**src/design/bcm_pkg.sv**
```systemverilog
// Shared types, constants and helpers of the bit-plane context modeler.
package bcm_pkg;

  localparam int COEF_BITS      = 16;
  localparam int MASK_BITS      = COEF_BITS - 1;
  localparam int PLANE_BITS     = 4;
  localparam int MAX_WIDTH      = 1024;
  localparam int COL_BITS       = $clog2(MAX_WIDTH);
  localparam int WIDTH_CFG_BITS = 11;
  localparam int MAX_HEIGHT     = 4096;
  localparam int ROW_BITS       = $clog2(MAX_HEIGHT);
  localparam int HEIGHT_CFG_BITS = 13;
  localparam int CFG_DATA_BITS  = 15;
  localparam int SUM_BITS       = COEF_BITS + 2;

  localparam logic [3:0] VAL_CAP  = 4'd15;
  localparam logic [3:0] SC_N_NEG = 4'd1;
  localparam logic [3:0] SC_N_POS = 4'd2;
  localparam logic [3:0] SC_W_NEG = 4'd3;
  localparam logic [3:0] SC_W_POS = 4'd6;

  typedef enum logic [1:0] {
    REG_BIT_PLANE,
    REG_NEXT_MASK,
    REG_BAND_WIDTH,
    REG_BAND_HEIGHT
  } cfg_reg_t;

  typedef struct packed {
    logic [COEF_BITS-1:0] cur;
    logic [COEF_BITS-1:0] par;
    logic [COEF_BITS-1:0] west;
    logic                 row_first;
    logic                 col_first;
  } stage_t;

  typedef struct packed {
    logic       plane_bit;
    logic [5:0] magnitude_context;
    logic       already_significant;
    logic       sign_coded;
    logic       sign_bit;
    logic [3:0] sign_ctx;
  } result_t;

  function automatic logic [COEF_BITS-1:0] magnitude(input logic [COEF_BITS-1:0] v);
    logic [COEF_BITS-1:0] neg;
    neg = ~v + COEF_BITS'(1);
    return v[COEF_BITS-1] ? neg : v;
  endfunction

endpackage

```
**src/design/bcm_ctx_calc.sv**
```systemverilog
// Magnitude and sign context arithmetic for one coefficient.
module bcm_ctx_calc import bcm_pkg::*; (
  input  stage_t                stage,
  input  logic [COEF_BITS-1:0]  north_raw,
  input  logic [PLANE_BITS-1:0] bit_plane,
  input  logic [MASK_BITS-1:0]  next_mask,
  output result_t               result
);

  logic [COEF_BITS-1:0] bitmask, nmask, dmask, cur_mag;
  logic [COEF_BITS-1:0] vd, p, n, w, n_mag, w_mag;
  logic [SUM_BITS-1:0]  sum;
  logic [SUM_BITS-3:0]  quarter;
  logic [3:0]           capped, sctx_n, sctx_w;
  logic                 sig, pb;

  always_comb begin
    bitmask = COEF_BITS'(1) << bit_plane;
    nmask   = {1'b0, next_mask};
    dmask   = nmask ^ bitmask;
    cur_mag = magnitude(stage.cur);
    vd      = cur_mag & dmask;
    p       = magnitude(stage.par) & nmask;
    n_mag   = magnitude(north_raw) & nmask;
    w_mag   = magnitude(stage.west) & nmask;
    n       = stage.row_first ? vd : n_mag;
    w       = stage.col_first ? vd : w_mag;

    sctx_n = 4'd0;
    if (!stage.row_first && n_mag != '0) begin
      sctx_n = north_raw[COEF_BITS-1] ? SC_N_NEG : SC_N_POS;
    end
    sctx_w = 4'd0;
    if (!stage.col_first && w_mag != '0) begin
      sctx_w = stage.west[COEF_BITS-1] ? SC_W_NEG : SC_W_POS;
    end

    sum     = {2'b00, vd} + {2'b00, p} + {2'b00, n} + {2'b00, w};
    quarter = sum[SUM_BITS-1:2];
    capped  = (quarter > (SUM_BITS-2)'(VAL_CAP)) ? VAL_CAP : quarter[3:0];

    pb  = (cur_mag & bitmask) != '0;
    sig = vd != '0;

    result.plane_bit           = pb;
    result.magnitude_context   = {w > vd, n > vd, capped};
    result.already_significant = sig;
    result.sign_coded          = pb && !sig;
    result.sign_bit            = stage.cur[COEF_BITS-1];
    result.sign_ctx            = sctx_n + sctx_w;
  end

endmodule

```
**config.mk**
```make
export PLATFORM = sky130hd
export DESIGN_NAME = bcm_ctx_calc
export DESIGN_NICKNAME = d
export VERILOG_FILES = /design/src/design/bcm_pkg.sv /design/src/design/bcm_ctx_calc.sv
export SDC_FILE = /design/constraint.sdc
export NUM_CORES = 1
export LEC_CHECK = 0
export BUFFER_PORTS_ARGS = -buffer_cell sky130_fd_sc_hd__buf_4
export CAP_MARGIN = 20
export CORE_AREA = 4 4 125 139
export DETAILED_ROUTE_END_ITERATION = 10
export DIE_AREA = 0 0 129 143
export GPL_TIMING_DRIVEN = 0
export PLACE_DENSITY = 0.66
export SETUP_SLACK_MARGIN = 0.02
export SYNTH_ARGS = -nofsm -noshare
export SYNTH_HDL_FRONTEND = slang
export SYNTH_SLANG_ARGS = --single-unit
export TNS_END_PERCENT = 100
```
**constraint.sdc**
```tcl
create_clock -name vclk -period 10.8
set_input_delay 2.7 -clock vclk [all_inputs]
set_output_delay 2.7 -clock vclk [all_outputs]
set_load 0.05 [all_outputs]
```
==> results of run 1 <==
[area by class of cell]
type,instances,area (um2)
fillers,1717,9520
multi-input cells,689,5080
repair buffers,92,691
inverters,94,353
well taps,204,255
plain buffers,38,164
[stage by stage]
step	std cells	util, %	setup TNS (ps)	power, W
2_1_floorplan	824	-	0	0.000393
3_3_place_gp	1118	40.1	-1690	0.000536
3_5_place_dp	1118	40.1	-1720	0.000538
4_1_cts	1117	40.2	0	0.000545
5_1_grt	1117	40.8	0	0.000622
6_report	1117	40.8	0	0.000557
[per-layer routing]
metal / vias to the layer above / wire, um
met5: - / 0
met4: 0 / 903
li1: 3127 / -
met2: 223 / 8810
met1: 2941 / 8070
met3: 49 / 1210
[cells in the final DEF, fill, tap and decap left out, types with 5 or more instances in the layout]
cell type	Yosys	layout
a211oi_1	5	5
a21o_1	7	7
a21oi_1	43	43
a31oi_1	20	20
and2_1	12	12
and3_1	6	6
buf_4	3	95
clkbuf_1	35	30
fa_1	18	18
ha_1	50	48
inv_1	94	94
mux2i_1	12	11
nand2_1	81	81
nand2b_1	23	23
nand3_1	10	10
nand3b_1	8	8
nand4_1	9	9
nor2_1	57	56
nor2b_1	8	8
nor3_1	25	25
nor4_1	8	8
o211ai_1	11	11
o21a_1	10	10
o21ai_0	47	46
o22ai_1	7	7
o31ai_1	17	17
o41ai_1	7	6
or2_2	10	10
or3_1	7	7
or4_1	8	7
xnor2_1	59	58
xor2_1	20	20
[path summary, 6_finish.rpt]
path | startpoint | end | slack (ps)
hold / removal | stage[49] | result[4] | 5820
setup / recovery | north_raw[2] | result[7] | 340
[what timing repair did]
action | in CTS | in global routing
gates resized for setup | 4 | 19
endpoints found under the setup margin | 4 | 4
buffers inserted | 0 | 2
[cells in the mapped netlist, drive strengths merged, types with 5 or more instances]
cell type	n	area [um2]
o22ai	7	43.8
or3	7	43.8
nand3b	8	60.1
o21ai	47	235
clkbuf	35	131
nor3	25	125
or2	10	62.6
a31oi	20	125
xnor2	59	517
ha	50	626
fa	18	360
nand2	81	304
and2	13	81.3
o21a	10	75.1
o31ai	17	128
buf	6	41.3
nor2	58	220
or4	10	82.6
nor4	10	83.8
nor2b	8	50.1
a21oi	43	215
o41ai	9	105
a211oi	5	37.5
nand3	10	50.1
mux2i	12	120
and4	5	43.8
xor2	20	175
and3	6	37.5
o211ai	11	82.6
inv	94	353
a21o	7	52.6
nand4	9	56.3
nand2b	23	144
[cells by family after synthesis]
| family | synth area share, % |
|---|---|
| buf+inv | 9.53 |
| fa+ha+maj | 18.1 |
| compound gates | 27.7 |
| simple gates | 29.0 |
| mux | 3.20 |
| xor+xnor | 12.5 |
[power breakdown]
group / total (W) / internal, W / switching, W
sequential: 0 / 0 / 0
clock: 0 / 0 / 0
combinational: 0.000557 / 0.000227 / 0.000330
total: 0.000557 / 0.000227 / 0.000330
[worst max-delay path: stages]
cell       delay (ps)
buf_4             130
or4_4             570
or2_2             350
o41ai_2           310
xnor2_1           200
nand2_1           150
o21a_1            210
fa_1              460
fa_1              570
inv_1              70
ha_4              310
nor3b_1            60
a2111oi_1         380
o211ai_1          150
a211oi_1          230
o211ai_1          110
nor3_1            180
and4_2            290
nand3b_1          100
buf_4             210
==> results.py, run 1 <==
metrics = {
    "status": {
        "status": "finished clean",
    },
    "timing": {
        "layout_setup_ws_ps": 343,
        "setup_viol": 0,
        "hold_viol_final": 0,
        "slew_viol_final": 0,
        "hold_slack_ps": 5820,
        "slew-limit-headroom_pct": 32.0,
        "finalCriticalPeriod_ps": 10460,
        "tightest_slew_ps": 1010,
        "rsz0062_at_grt": "false",
        "fmax_ghz": 0.0956,
        "fin_crit_sh_pct": 96.8,
    },
    "layout": {
        "diodes": 0,
        "layout-drive-gt1-share_pct": 14.8,
        "syn_to_final_growth_pct": 18.7,
        "nets": 1068,
        "nClkBuffers": 0,
        "final_cell_area_um2": 6550,
        "seq_cell_count": 0,
        "seqCellArea_um2": 0,
    },
    "global_routing": {
        "grt_util_met1_pct": 25.7,
        "grtUsageMet2_pct": 34.1,
        "grt.overflow.total": 0,
        "grt_use_met3_pct": 1.65,
        "gr-max-usage-layer": "met2",
        "grt_max_degree": 11,
        "grt_usage_pct": 19.9,
        "grt_pass1_vias": 5980,
        "antenna_found_initial": 0,
        "grt_pass1_wl_um": 30100,
    },
    "place": {
        "place_congestion": 0.940,
        "place_ws_ps": -434,
        "place_area_um2": 6450,
        "hpwlAfterDp_um": 16200,
        "portBuffers": 90,
    },
    "pwr": {
        "irDropWorstVdd_v": 0.0000414,
        "leakage_nw": 2.85,
        "power_density_nw_per_um2": 85.0,
    },
    "routing": {
        "viasPerCell": 5.68,
        "drc": 0,
        "drt_wl_total_um": 19000,
        "wire_per_inst_um": 17.0,
        "vias": 6340,
        "drt_iter0_markers": 492,
        "ant_nets": 0,
        "first_pass_iters": 5,
    },
    "synth": {
        "mappedNetlistNets": 977,
        "ys_seq_area_share_pct": 0,
        "syn-mean-instance-area_um2": 6.69,
        "yosysWarnings": 0,
        "netlist_area_um2": 5520,
        "synthCells": 824,
        "yosysUniqueCellTypes": 76,
    },
    "worst_setup_path": {
        "critical_path_class": "primary input to output port",
        "cp-end-kind": "output port",
        "cp-start-kind": "primary input",
        "crit_required_ps": 8100,
        "crit_fanout": 8,
        "worstPathArrival_ps": 7760,
    },
    "floorplan": {
        "core_um2": 16100,
        "boundaryPins": 99,
        "rows": 49,
        "start_util_pct": 34.3,
        "die_h_um": 143,
        "die_width_um": 129,
        "dieArea_um2": 18400,
    },
    "min_path": {
        "holdPathStages": 3,
        "hold_path_class": "primary input to output port",
    },
    "job": {
        "maxCapViolCount": 0,
    },
    "clock_tree": {
        "hold_buffers": 0,
    },
}
Note: power is estimated with default switching activity, not from simulation.
==> inputs of run 2 (changes only) <==
--- a/config.mk
+++ b/config.mk
@@ -12,6 +12,7 @@
 export DIE_AREA = 0 0 129 143
 export GPL_TIMING_DRIVEN = 0
 export PLACE_DENSITY = 0.66
+export RECOVER_POWER = 100
 export SETUP_SLACK_MARGIN = 0.02
 export SYNTH_ARGS = -nofsm -noshare
 export SYNTH_HDL_FRONTEND = slang
==> constraint.sdc (replaced) <==
create_clock -name vclk -period 10.9
set_input_delay 2.725 -clock vclk [all_inputs]
set_output_delay 2.725 -clock vclk [all_outputs]
set_load 0.05 [all_outputs]
==> run 2 against run 1 <==
Against the previous run: non-clock buffer count unchanged; worst hold slack improved by 190 ps; sequential share of layout area unchanged; clock-buffer cell count did not move; first-iteration DRC count shrank 9.3%; sequential cell count unchanged; critical path depth did not move; design area decreased by 0.80%; power fell by 2.1%; critical endpoint unchanged; highest routed layer unchanged.
==> results.py, run 2 (synthesis results as in run 1) <==
metrics = {
    "routing": {
        "ant_nets": 0,
        "first_pass_iters": 5,
        "drt_iter0_markers": 446,
        "vias": 6346,
        "drc": 0,
        "viasPerCell": 5.68,
        "drt_wl_total_um": 19000,
        "wire_per_inst_um": 17.0,
    },
    "status": {
        "status": "finished clean",
    },
    "layout": {
        "seqCellArea_um2": 0,
        "seq_cell_count": 0,
        "diodes": 0,
        "final_cell_mix": "inv_1, buf_4, nand2_1",
        "layout-drive-gt1-share_pct": 13.9,
        "nClkBuffers": 0,
        "syn_to_final_growth_pct": 17.7,
        "layout_commonest_cell": "inv_1",
        "final_cell_area_um2": 6490,
        "nets": 1068,
    },
    "worst_setup_path": {
        "cp-start-kind": "primary input",
        "cp-end-kind": "output port",
        "crit_buf_inv": 3,
        "critPathTopFamily": "simple AND/OR/NAND/NOR gates",
        "critPathSlowestCell": "fa_1",
        "cp_cell_sequence": "buf_4 > or4_4 > or2_2 > o41ai_2 > xnor2_1 > nand2_1 > o21a_1 > fa_1 > fa_1 > inv_1 > ha_2 > nor3b_1 > a2111oi_1 > o211ai_1 > a211oi_1 > o211ai_1 > nor3_1 > and4_2 > nand3b_1 > clkbuf_4",
        "worstPathArrival_ps": 7890,
        "crit_fanout": 8,
        "cp_slowest_stage_delay_ps": 570,
        "crit_required_ps": 8180,
        "critical_path_class": "primary input to output port",
    },
    "clock_tree": {
        "hold_buffers": 0,
    },
    "timing": {
        "layout_setup_ws_ps": 289,
        "finalCriticalPeriod_ps": 10610,
        "setup_viol": 0,
        "slew-limit-headroom_pct": 8.98,
        "setup_tns_ps": 0,
        "fmax_ghz": 0.0942,
        "fin_crit_sh_pct": 97.3,
        "slew_viol_final": 0,
        "hold_viol_final": 0,
        "tightest_slew_ps": 1350,
        "rsz0062_at_grt": "false",
    },
    "floorplan": {
        "core_um2": 16100,
        "start_util_pct": 34.3,
        "die_h_um": 143,
        "dieArea_um2": 18400,
        "boundaryPins": 99,
        "die_width_um": 129,
        "rows": 49,
    },
    "global_routing": {
        "grt_usage_pct": 19.9,
        "grt_max_degree": 11,
        "grt_pass1_wl_um": 30100,
        "grt_pass1_vias": 5980,
        "antenna_found_initial": 0,
        "grt.overflow.total": 0,
    },
    "place": {
        "hpwlAfterDp_um": 16200,
        "place_ws_ps": -384,
        "place_area_um2": 6450,
        "portBuffers": 90,
        "place_congestion": 0.940,
    },
    "min_path": {
        "hold_path_class": "primary input to output port",
    },
    "pwr": {
        "power_density_nw_per_um2": 83.9,
        "irDropWorstVdd_v": 0.0000409,
        "leakage_nw": 2.82,
    },
    "job": {
        "maxCapViolCount": 0,
    },
}
run 2: final timing paths:
kind,cells after the start,endpoint,slack (ps),from
setup / recovery,20,result[7],290,north_raw[2]
hold / removal,3,result[4],6000,stage[49]
run 2: per-stage QoR:
stage	power (W)	hold slack, ps	std cells	utilization, %
floorplan	0.000389	5620	824	-
global placement	0.000531	5870	1118	40.1
detailed placement	0.000533	5860	1118	40.1
CTS	0.000540	5870	1117	40.2
global route	0.000609	6020	1117	40.4
finish	0.000545	6000	1117	40.4
run 2: metal layers:
metal	part of all wire, %	wire length, um	GRT usage, %	vias up
met5	0	0	0	-
met4	4.8	913	7.96	0
met3	6.8	1290	1.65	51
met2	46	8800	34.1	233
met1	42	8010	25.7	2931
li1	-	-	-	3131
run 2: final cells by class:
type / count / area (um2)
multi-input combinational: 689 / 5050
inverter: 94 / 353
buffer: 38 / 163
tap: 204 / 255
timing repair buffer: 92 / 668
fill: 1721 / 9570
run 2: power breakdown:
| group | internal, W | total [W] | switching, W |
|---|---|---|---|
| registers | 0 | 0 | 0 |
| clock network | 0 | 0 | 0 |
| logic | 0.000219 | 0.000545 | 0.000325 |
| total | 0.000219 | 0.000545 | 0.000325 |
run 2: timing repair:
action	CTS	global route
endpoints found under the setup margin	4	4
gates resized for setup	4	16
setup buffers	0	2
==> inputs of run 3 (changes only) <==
--- a/config.mk
+++ b/config.mk
@@ -10,7 +10,6 @@
 export CORE_AREA = 4 4 125 139
 export DETAILED_ROUTE_END_ITERATION = 10
 export DIE_AREA = 0 0 129 143
-export GPL_TIMING_DRIVEN = 0
 export PLACE_DENSITY = 0.66
 export RECOVER_POWER = 100
 export SETUP_SLACK_MARGIN = 0.02
==> run 3 against run 2 <==
Against the previous run: fmax rose by 0.91%; sequential cell count did not move; utilization fell by 0.55 points; design area fell by 1.3%; combinational power fell by 0.7%; routed wire length fell by 2.8%; critical path depth did not move; critical path type unchanged; highest routed layer unchanged.
==> results.py, run 3 (synthesis results as in run 1) <==
metrics = {
    "timing": {
        "hold_viol_final": 0,
        "tightest_slew_ps": 1270,
        "slew-limit-headroom_pct": 14.0,
        "setup_tns_ps": 0,
        "finalCriticalPeriod_ps": 10520,
        "fmax_ghz": 0.0951,
        "slew_viol_final": 0,
        "fin_crit_sh_pct": 96.5,
        "rsz0062_at_grt": "false",
        "setup_viol": 0,
    },
    "routing": {
        "first_pass_iters": 5,
        "drt_wl_total_um": 18500,
        "drt_iter0_markers": 459,
        "drc": 0,
        "wire_per_inst_um": 16.8,
        "vias": 6274,
        "ant_nets": 0,
        "viasPerCell": 5.69,
    },
    "floorplan": {
        "die_width_um": 129,
        "dieArea_um2": 18400,
        "core_um2": 16100,
        "boundaryPins": 99,
        "rows": 49,
        "start_util_pct": 34.3,
        "die_h_um": 143,
    },
    "layout": {
        "multi_input_area_um2": 4960,
        "syn_to_final_growth_pct": 16.2,
        "nClkBuffers": 0,
        "final_cell_mix": "buf_4, inv_1, nand2_1",
        "diodes": 0,
        "num-fill-cells": 1760,
        "nets": 1054,
        "final_util_pct": 39.9,
        "layout-drive-gt1-share_pct": 14.7,
        "layout_commonest_cell": "buf_4",
        "seqCellArea_um2": 0,
        "seq_cell_count": 0,
    },
    "pwr": {
        "finalPower_w": 0.000541,
        "clock_power_share_pct": 0,
        "p_switching_w": 0.000320,
        "leakage_nw": 2.84,
        "swShare_pct": 59.1,
        "p_comb_share_pct": 100.0,
        "power_density_nw_per_um2": 84.4,
        "p_int_w": 0.000221,
        "irDropWorstVdd_v": 0.0000636,
        "seq_power_share_pct": 0,
    },
    "worst_setup_path": {
        "crit_fanout": 6,
        "critical_path_class": "primary input to output port",
        "crit_required_ps": 8180,
        "cp-start-kind": "primary input",
        "worstPathArrival_ps": 7790,
        "cp-end-kind": "output port",
    },
    "global_routing": {
        "grt_pass1_vias": 5734,
        "grt_max_degree": 39,
        "grt.overflow.total": 0,
        "grt_pass1_wl_um": 29200,
        "antenna_found_initial": 0,
        "grt_usage_pct": 19.2,
    },
    "place": {
        "portBuffers": 99,
        "place_congestion": 0.938,
        "hpwlAfterDp_um": 15600,
    },
    "status": {
        "status": "finished clean",
    },
    "clock_tree": {
        "hold_buffers": 0,
        "cts_resized": 0,
        "postCtsSetupBuffers": 0,
    },
    "job": {
        "maxCapViolCount": 0,
    },
    "min_path": {
        "min_to": "result[3]",
        "hold_path_class": "primary input to output port",
        "holdPathStages": 3,
        "min_from": "stage[17]",
    },
}
run 3: layout make-up:
class	count	area share [%]
multi-input combinational	689	77.5
inverter	94	5.51
timing repair buffer	116	13.0
tap	204	3.98
run 3: worst max path at each step:
stage / cells past startpoint / from / to / slack [ps]
2_1_floorplan: 23 / stage[34] / result[7] / 530
3_5_place_dp: 20 / north_raw[2] / result[9] / 390
3_3_place_gp: 20 / north_raw[2] / result[7] / 450
4_1_cts: 20 / north_raw[2] / result[9] / 390
6_report: 20 / north_raw[2] / result[9] / 380
5_1_grt: 20 / bit_plane[3] / result[9] / 80
run 3: metal layers:
metal	track usage [%]	wire [um]
met1	26.6	8130
met2	33.1	8680
met3	0.823	1220
met4	4.09	458
met5	0	0
run 3: power by group through the flow:
| stage | combinational (W) | clock (W) | sequential (W) |
|---|---|---|---|
| finish | 0.000541 | 0 | 0 |
| global route | 0.000604 | 0 | 0 |
| CTS | 0.000541 | 0 | 0 |
| detailed placement | 0.000536 | 0 | 0 |
| global placement | 0.000539 | 0 | 0 |
| floorplan | 0.000389 | 0 | 0 |
run 3: critical path, stage by stage:
cell,delay (ps)
buf_4,130
or4_1,610
or2_2,370
o41ai_1,380
xnor2_1,190
nand2_1,130
o21a_1,210
fa_1,470
fa_1,550
inv_1,50
ha_1,280
nor3b_1,50
a2111oi_0,370
o211ai_1,150
a211oi_1,240
o211ai_1,130
nor3_1,160
and4_1,280
nand3_1,100
buf_2,230
run 3: per-stage QoR:
step           setup slack [ps]  area, um2  hold WS (ps)  instances
2_1_floorplan               533       5520          5620        824
3_3_place_gp                446       6470          5830       1103
3_5_place_dp                395       6470          5830       1103
4_1_cts                     391       6470          5830       1103
5_1_grt                    76.5       6410          5940       1103
6_report                    385       6410          5930       1103
